[src/rtl/htfd_pkg.sv]
// Shared types and constants for the humidity/temperature frame decoder.
// Used by htfd_front, htfd_queue, htfd_back and the top level; no dependencies.
package htfd_pkg;

  localparam int unsigned QueueDepth = 2;

  typedef enum logic [1:0] {
    ST_OK   = 2'd0,
    ST_CRC  = 2'd1,
    ST_ZERO = 2'd2
  } status_e;

  // One classified frame, passed from the front to the back.
  typedef struct packed {
    logic [15:0] raw;
    logic        kind;
    status_e     status;
  } frame_t;

  // Queue status seen by the front.
  typedef struct packed {
    logic full;
    logic empty;
  } queue_stat_t;

endpackage

[src/rtl/humidity_temp_frame_decoder.sv]
// Top level of the humidity/temperature frame decoder: front, frame queue and back.
// Depends on htfd_pkg, htfd_front, htfd_queue and htfd_back.
//
//   channel  direction  handshake                 payload
//   in       input      in_valid_i / in_stall_o   frame_byte_i, is_humidity_i
//   out      output     out_valid_o / out_stall_i measured_value_o, quantity_kind_o,
//                                                 frame_status_o
//
// One byte is taken per cycle while the frame queue is not full; every third byte
// closes a frame and yields one result, which passes the queue, the operand register and
// the output register, with the single 16x15 multiply in front of the output register.
// Reset clears the frame position, CRC and all valid flags; no clearing pass.
// in_stall_o rises only while the frame queue is full; out_stall_i holds the
// output register and backs up into the queue.
module humidity_temp_frame_decoder #(
  parameter int unsigned QueueDepth = htfd_pkg::QueueDepth
) (
  input  logic               clk_i,
  input  logic               rst_ni,
  input  logic               in_valid_i,
  output logic               in_stall_o,
  input  logic [7:0]         frame_byte_i,
  input  logic               is_humidity_i,
  output logic               out_valid_o,
  input  logic               out_stall_i,
  output logic signed [14:0] measured_value_o,
  output logic               quantity_kind_o,
  output logic [1:0]         frame_status_o
);

  htfd_pkg::queue_stat_t q_stat;
  htfd_pkg::frame_t      push_data;
  htfd_pkg::frame_t      pop_data;
  logic                  push;
  logic                  pop;

  htfd_front u_front (
    .clk_i         (clk_i),
    .rst_ni        (rst_ni),
    .in_valid_i    (in_valid_i),
    .in_stall_o    (in_stall_o),
    .frame_byte_i  (frame_byte_i),
    .is_humidity_i (is_humidity_i),
    .q_stat_i      (q_stat),
    .push_o        (push),
    .push_data_o   (push_data)
  );

  htfd_queue #(
    .Depth (QueueDepth)
  ) u_queue (
    .clk_i       (clk_i),
    .rst_ni      (rst_ni),
    .push_i      (push),
    .push_data_i (push_data),
    .pop_i       (pop),
    .pop_data_o  (pop_data),
    .stat_o      (q_stat)
  );

  htfd_back u_back (
    .clk_i            (clk_i),
    .rst_ni           (rst_ni),
    .q_stat_i         (q_stat),
    .pop_data_i       (pop_data),
    .pop_o            (pop),
    .out_valid_o      (out_valid_o),
    .out_stall_i      (out_stall_i),
    .measured_value_o (measured_value_o),
    .quantity_kind_o  (quantity_kind_o),
    .frame_status_o   (frame_status_o)
  );

endmodule

[src/rtl/htfd_front.sv]
// Front part: accepts bytes, tracks frame position, runs the CRC-8 and classifies frames.
// Depends on htfd_pkg; pushes one htfd_pkg::frame_t per completed frame.
module htfd_front (
  input  logic                 clk_i,
  input  logic                 rst_ni,
  input  logic                 in_valid_i,
  output logic                 in_stall_o,
  input  logic [7:0]           frame_byte_i,
  input  logic                 is_humidity_i,
  input  htfd_pkg::queue_stat_t q_stat_i,
  output logic                 push_o,
  output htfd_pkg::frame_t     push_data_o
);

  typedef enum logic [2:0] {
    POS_HIGH  = 3'b001,
    POS_LOW   = 3'b010,
    POS_CHECK = 3'b100
  } pos_e;

  localparam logic [7:0] CrcPoly = 8'h31;

  function automatic logic [7:0] crc8_byte(input logic [7:0] crc, input logic [7:0] b);
    logic [7:0] c;
    c = crc ^ b;
    for (int i = 0; i < 8; i++) begin
      if (c[7]) begin
        c = {c[6:0], 1'b0} ^ CrcPoly;
      end else begin
        c = {c[6:0], 1'b0};
      end
    end
    return c;
  endfunction

  pos_e       pos_q, pos_d;
  logic [7:0] high_q, high_d;
  logic [7:0] low_q, low_d;
  logic [7:0] crc_q, crc_d;
  logic       kind_q, kind_d;
  logic       accept;

  assign in_stall_o = q_stat_i.full;
  assign accept     = in_valid_i && !q_stat_i.full;

  always_comb begin
    pos_d       = pos_q;
    high_d      = high_q;
    low_d       = low_q;
    crc_d       = crc_q;
    kind_d      = kind_q;
    push_o      = 1'b0;
    push_data_o = '{raw: {high_q, low_q}, kind: kind_q, status: htfd_pkg::ST_OK};
    if (accept) begin
      unique case (pos_q)
        POS_LOW: begin
          low_d = frame_byte_i;
          crc_d = crc8_byte(crc_q, frame_byte_i);
          pos_d = POS_CHECK;
        end
        POS_CHECK: begin
          push_o = 1'b1;
          if (high_q == 8'd0 && low_q == 8'd0 && frame_byte_i == 8'd0) begin
            push_data_o.status = htfd_pkg::ST_ZERO;
          end else if (crc_q != frame_byte_i) begin
            push_data_o.status = htfd_pkg::ST_CRC;
          end
          crc_d = 8'd0;
          pos_d = POS_HIGH;
        end
        default: begin
          // high byte, or an unreachable code: start a new frame
          high_d = frame_byte_i;
          kind_d = is_humidity_i;
          crc_d  = crc8_byte(8'd0, frame_byte_i);
          pos_d  = POS_LOW;
        end
      endcase
    end
  end

  always_ff @(posedge clk_i or negedge rst_ni) begin
    if (!rst_ni) begin
      pos_q  <= POS_HIGH;
      high_q <= 8'd0;
      low_q  <= 8'd0;
      crc_q  <= 8'd0;
      kind_q <= 1'b0;
    end else begin
      pos_q  <= pos_d;
      high_q <= high_d;
      low_q  <= low_d;
      crc_q  <= crc_d;
      kind_q <= kind_d;
    end
  end

endmodule

[src/rtl/htfd_queue.sv]
// Short FIFO of classified frames between the front and the back.
// Depends on htfd_pkg for the frame and status types.
module htfd_queue #(
  parameter int unsigned Depth = htfd_pkg::QueueDepth
) (
  input  logic                  clk_i,
  input  logic                  rst_ni,
  input  logic                  push_i,
  input  htfd_pkg::frame_t      push_data_i,
  input  logic                  pop_i,
  output htfd_pkg::frame_t      pop_data_o,
  output htfd_pkg::queue_stat_t stat_o
);

  localparam int unsigned PtrW = (Depth > 1) ? $clog2(Depth) : 1;
  localparam int unsigned CntW = $clog2(Depth + 1);
  localparam logic [PtrW-1:0] LastPtr = PtrW'(Depth - 1);
  localparam logic [CntW-1:0] FullCnt = CntW'(Depth);

  htfd_pkg::frame_t entries_q [Depth];
  logic [PtrW-1:0]  wr_ptr_q, rd_ptr_q;
  logic [CntW-1:0]  count_q;

  assign stat_o.full  = (count_q == FullCnt);
  assign stat_o.empty = (count_q == '0);
  assign pop_data_o   = entries_q[rd_ptr_q];

  always_ff @(posedge clk_i) begin
    if (push_i) begin
      entries_q[wr_ptr_q] <= push_data_i;
    end
  end

  always_ff @(posedge clk_i or negedge rst_ni) begin
    if (!rst_ni) begin
      wr_ptr_q <= '0;
      rd_ptr_q <= '0;
      count_q  <= '0;
    end else begin
      if (push_i) begin
        wr_ptr_q <= (wr_ptr_q == LastPtr) ? '0 : wr_ptr_q + 1'b1;
      end
      if (pop_i) begin
        rd_ptr_q <= (rd_ptr_q == LastPtr) ? '0 : rd_ptr_q + 1'b1;
      end
      if (push_i && !pop_i) begin
        count_q <= count_q + 1'b1;
      end else if (pop_i && !push_i) begin
        count_q <= count_q - 1'b1;
      end
    end
  end

  a_no_overflow: assert property (@(posedge clk_i) disable iff (!rst_ni)
    push_i |-> !stat_o.full)
    else $error("push into full queue");

  a_no_underflow: assert property (@(posedge clk_i) disable iff (!rst_ni)
    pop_i |-> !stat_o.empty)
    else $error("pop from empty queue");

  a_count_bound: assert property (@(posedge clk_i) disable iff (!rst_ni)
    count_q <= FullCnt)
    else $error("queue count beyond depth");

endmodule

[src/rtl/htfd_back.sv]
// Back part: masks and scales each frame to hundredths and holds the result for output.
// Depends on htfd_pkg; two stages: operand register, then output register.
module htfd_back (
  input  logic              clk_i,
  input  logic              rst_ni,
  input  htfd_pkg::queue_stat_t q_stat_i,
  input  htfd_pkg::frame_t  pop_data_i,
  output logic              pop_o,
  output logic              out_valid_o,
  input  logic              out_stall_i,
  output logic signed [14:0] measured_value_o,
  output logic              quantity_kind_o,
  output logic [1:0]        frame_status_o
);

  localparam logic [15:0]        TMask    = 16'hfffc;
  localparam logic [15:0]        RhMask   = 16'hfff0;
  localparam logic [14:0]        TScale   = 15'd17572;
  localparam logic [14:0]        RhScale  = 15'd12500;
  localparam logic signed [15:0] TOffset  = -16'sd4685;
  localparam logic signed [15:0] RhOffset = -16'sd600;

  logic             s1_valid_q;
  htfd_pkg::frame_t s1_q;
  logic             out_valid_q;
  logic signed [14:0] value_q;
  logic             kind_q;
  htfd_pkg::status_e status_q;

  logic             out_ready;
  logic             s1_ready;
  logic [15:0]      masked;
  logic [14:0]      scale;
  logic [30:0]      prod;
  logic signed [15:0] offset;
  logic signed [15:0] value_full;

  assign out_ready = !out_valid_q || !out_stall_i;
  assign s1_ready  = !s1_valid_q || out_ready;
  assign pop_o     = !q_stat_i.empty && s1_ready;

  always_comb begin
    masked     = s1_q.raw & (s1_q.kind ? RhMask : TMask);
    scale      = s1_q.kind ? RhScale : TScale;
    offset     = s1_q.kind ? RhOffset : TOffset;
    prod       = 31'(masked * scale);
    value_full = offset + $signed({1'b0, prod[30:16]});
  end

  always_ff @(posedge clk_i) begin
    if (pop_o) begin
      s1_q <= pop_data_i;
    end
    if (s1_valid_q && out_ready) begin
      // error frames carry value zero
      value_q  <= (s1_q.status == htfd_pkg::ST_OK) ? value_full[14:0] : 15'sd0;
      kind_q   <= s1_q.kind;
      status_q <= s1_q.status;
    end
  end

  always_ff @(posedge clk_i or negedge rst_ni) begin
    if (!rst_ni) begin
      s1_valid_q  <= 1'b0;
      out_valid_q <= 1'b0;
    end else begin
      if (s1_ready) begin
        s1_valid_q <= pop_o;
      end
      if (out_ready) begin
        out_valid_q <= s1_valid_q;
      end
    end
  end

  assign out_valid_o      = out_valid_q;
  assign measured_value_o = value_q;
  assign quantity_kind_o  = kind_q;
  assign frame_status_o   = status_q;

  a_err_value_zero: assert property (@(posedge clk_i) disable iff (!rst_ni)
    (out_valid_q && status_q != htfd_pkg::ST_OK) |-> (value_q == 15'sd0))
    else $error("error frame with nonzero value");

endmodule
[config.mk]
export PLATFORM = sky130hd
export DESIGN_NAME = humidity_temp_frame_decoder
export DESIGN_NICKNAME = d
export VERILOG_FILES = /design/src/rtl/htfd_pkg.sv /design/src/rtl/humidity_temp_frame_decoder.sv /design/src/rtl/htfd_front.sv /design/src/rtl/htfd_queue.sv /design/src/rtl/htfd_back.sv
export SDC_FILE = /design/constraint.sdc
export NUM_CORES = 1
export LEC_CHECK = 0
export BUFFER_PORTS_ARGS = -buffer_cell sky130_fd_sc_hd__buf_2
export CORE_ASPECT_RATIO = 0.75
export CORE_MARGIN = 1.5
export CORE_UTILIZATION = 35
export DETAILED_ROUTE_END_ITERATION = 6
export GPL_ROUTABILITY_DRIVEN = 1
export PLACE_DENSITY = 0.5
export SLEW_MARGIN = 0
export SYNTH_ARGS = -nofsm -noshare
export SYNTH_HDL_FRONTEND = slang
export SYNTH_SLANG_ARGS = --single-unit
[constraint.sdc]
create_clock -name clk_i -period 7 [get_ports clk_i]
set_input_delay 0.7 -clock clk_i [delete_from_list [all_inputs] [get_ports clk_i]]
set_output_delay 0.7 -clock clk_i [all_outputs]
set_load 0.03 [all_outputs]
==> metrics.md <==
| Metric | Value |
|---|---|
| Sequential area share after synthesis | 0.3471 |
| Multiplexer area fraction after synthesis | 0.04783 |
| Worst Path Arrival | a little under 7000 ps |
| Met3 Resource Use GR | 0.03066 |
| Max-slew violations | 0 |
| Post-Synth Simple-Gate Area | 0.08809 |
| Clock buffer depth | 2 |
| Crit-path max FO | 9 |
| Minimum clock period | between 6000 and 7000 ps |
| GRT overflow | 0 |
| EDFF count, synth | about 70 |
| Worst Skew | 11.54 ps |
| Largest net degree at the start of global routing | 35 |
| Sink Count | between 100 and 150 |
| RSZ-0062 raised after global routing | yes |
| Highest clock rate | about 0.15 GHz |
| Slew HR | 0.2679 |
| YS warnings | 0 |
| First-pass GRT wire length | 28730 µm |
| Die area | 0.02502 mm² |
| Reg-to-reg critical path startpoint | u_back.s1_q[2]$_DFFE_PP_ |
| Hold WC Path Type | primary input to async pin |
| Vias | 5374 |
| Worst-Skew Late Latency | 360 ps |
| Max Cap Viol | 0 |
| Top FF cell, synth | edfxtp_1 |
| Core Region | about 0.023 mm² |
| Synth Area in XOR/XNOR | 0.05823 |
| Worst-path clk slew | around 80 ps |
| Cell Count, Final, Fillers Out | 1112 |
| Vias in the first global route | 5672 |
| Starting DRT DRC Count | 203 |
| Outcome | completed |
| H-tree Lvls | 3 |
| Setup tns final | 0 ps |
| Final Setup Violations | 0 |
| GR Util met2 | 0.2363 |
| Total wire length | 17670 µm |
| Mean post-synth cell area | 11.31 µm² |
| Post-Synth Adder-Cell Area | 0.3220 |
| Required @ worst endpoint | 7110 ps |
| R2R depth | 27 |
| Reg2reg end | u_back.measured_value_o[13]$_SDFFCE_PP0P_ |
| Die width | 182.1 µm |
| R2r setup slk | roughly 210 ps |
| Yosys cell types | 62 |
| Share of flip-flops with an asynchronous set or reset | 0.3301 |
| CP Class | flip-flop to flip-flop |
| Most used routing layer | met2 |
| Synth Cell Area | ~0.0084 mm² |
| Ant diodes | 0 |
| GRT Overall Usage | 0.1466 |
| Met1 Use GR | 0.2042 |
| Final critical-path share of the clock period | 0.9703 |
| Gpl congestion | ~0.83 |
| Crit start category | flip-flop |
| Fin nets | 1002 |
| Initial antenna violation count | 0 |
| First-pass detailed-route iteration total | 6 |
| Die H | 137.4 µm |
| DRC violations left | 0 |
| # IOs | 33 |
| Placed Cells | 1083 |
| Wirelength per Cell | between 15 and 20 µm |
| Cts hold-fix bufs | 0 |
| Initial Util | 0.3615 |
| Flops & latches, synth | about 100 |
| Num rows | 48 |
| Via density | 4.833 |
| Area fraction in compound gates after synthesis | 0.07204 |
| IO Port Bufs | 32 |
| CTS tree | done |
| P&R area growth vs syn | 16.90% |
| Largest family of logic cells by synthesized area | adder cells |
| HPWL after DPL | roughly 14000 µm |
| Num CTS Buffers | 9 |
| Final Hold Fails | 0 |
| Cells after Synth | 745 |
| Endpoint type of the worst setup path | flip-flop |
| Root Buffer | clkbuf_16 |
| Layout cells sized above 1 | 0.2303 |
| ANT nets after route | 0 |
| Worst Max-Slew Pin Slew | between 1000 and 1500 ps |
sequential cells by signal, indices dropped and copies added, names as in the netlist:
register	flops
u_queue.wr_ptr_q	1
u_back.quantity_kind_o	1
u_back.measured_value_o	15
u_back.frame_status_o	2
u_front.kind_q	1
u_front.pos_q	3
u_front.high_q	8
u_front.crc_q	8
u_queue.entries_q	34
u_queue.rd_ptr_q	1
u_back.out_valid_o	1
u_back.s1_q	17
u_front.low_q	8
u_queue.count_q	2
u_back.s1_valid_q	1
cell families after synthesis:
| kind of cell | Yosys count |
|---|---|
| AO/OA/AOI/OAI | 82 |
| XOR/XNOR | 56 |
| adder cells (fa/ha/maj) | 182 |
| buffers and inverters | 141 |
| flip-flops | 103 |
| multiplexers | 36 |
| other | 2 |
| AND/OR/NAND/NOR | 143 |
cell usage in the layout (no fill, tap or decap), types with 9 or more instances in the layout:
cell type / instances
ha_1: 111
inv_1: 103
edfxtp_1: 69
fa_1: 56
xnor2_1: 41
mux2_2: 34
buf_4: 34
dfrtp_1: 33
buf_2: 32
nand2_1: 28
nor2_1: 23
a21oi_1: 15
xor2_1: 15
conb_1: 15
o21ai_0: 14
ha_4: 12
or2_2: 11
clkbuf_16: 11
nor3_1: 10
and2_1: 9
Yosys cell counts, drive strengths merged, types with 3 or more instances:
master     n  area [µm²]
a2111oi    3       51.30
a211oi     5       42.54
a21o       7       52.55
a21oi     18       101.4
and2      12       75.07
and3       4       25.02
and4       3       28.78
buf        3       18.77
clkbuf    30       112.6
dfrtp     33       825.8
edfxtp    69        2072
fa        58        1161
ha       124        1551
inv      107       401.6
mux2      34       382.9
nand2     28       105.1
nand2b     3       18.77
nand3      4       20.02
nand4      4       25.02
nor2      32       120.1
nor2b     11       68.82
nor3      10       50.05
nor3b      3       22.52
nor4       6       37.54
o211ai     5       37.54
o21a       3       22.52
o21ai     17       88.84
o221ai     7       61.31
or2       15       93.84
or3        7       43.79
xnor2     41       359.1
xor2      15       131.4
worst max-delay path: stages, from the launching register on:
cell,delay (ps)
edfxtp_1,540
buf_6,180
clkinvlp_4,90
buf_6,180
nor2_4,70
or2_2,310
ha_1,290
inv_1,60
fa_1,490
inv_1,50
fa_1,460
fa_1,490
ha_1,310
ha_1,340
o211ai_1,180
o21ai_2,130
a2111o_1,490
a2111oi_4,330
or2_1,220
nor2_4,60
o21a_1,170
nor2_2,90
xnor2_1,120
ha_1,270
and4_4,180
a311oi_2,260
xnor2_1,150
nor2_1,60
routing by layer:
layer	vias to the layer above	wire (µm)	share of wire
met5	-	0	0
met4	0	199	0.011
met3	18	613	0.035
met2	90	7962	0.45
met1	2623	8892	0.50
li1	2643	-	-
layout make-up:
type	instances	area, µm²
clock buffer	9	225.2
clock inverter	7	97.59
fill	2246	13460
inverter	108	409.1
multi-input combinational	514	5308
sequential	103	2924
tap	300	375.4
timing repair buffer	71	508.0
stage by stage:
step	hold WS, ps	util	cell area (µm²)	worst slack, ps
finish	423.4	0.4226	9847	208.2
global route	459.1	0.4226	9847	-87.11
CTS	430.4	0.4083	9515	11.58
detailed placement	458.6	0.3930	9159	-69.97
global placement	449.8	0.3930	9159	43.84
floorplan	404.4	-	8567	6.778
how the worst max path moves through the flow:
stage	from	endpoint	slack [ps]	cells after the start
6_report	u_back.s1_q[2]$_DFFE_PP_	u_back.measured_value_o[13]$_SDFFCE_PP0P_	210	27
3_5_place_dp	u_back.s1_q[2]$_DFFE_PP_	u_back.measured_value_o[14]$_SDFFCE_PP0P_	-70	26
5_1_grt	u_back.s1_q[2]$_DFFE_PP_	u_back.measured_value_o[13]$_SDFFCE_PP0P_	-90	28
4_1_cts	u_back.s1_q[2]$_DFFE_PP_	u_back.measured_value_o[14]$_SDFFCE_PP0P_	10	25
2_1_floorplan	u_back.s1_q[2]$_DFFE_PP_	u_back.measured_value_o[14]$_SDFFCE_PP0P_	7	25
3_3_place_gp	u_back.s1_q[2]$_DFFE_PP_	u_back.measured_value_o[14]$_SDFFCE_PP0P_	40	26
what timing repair did:
item	4_1_cts	5_1_grt
pin swaps	2	36
hold endpoints to repair	0	0
gates resized for setup	4	48
setup buffers	3	8
endpoints found under the setup margin	2	5
cloned	0	2
Power is not shown: default switching activity piles up to over one toggle a cycle in this logic, so the estimate is an artifact.
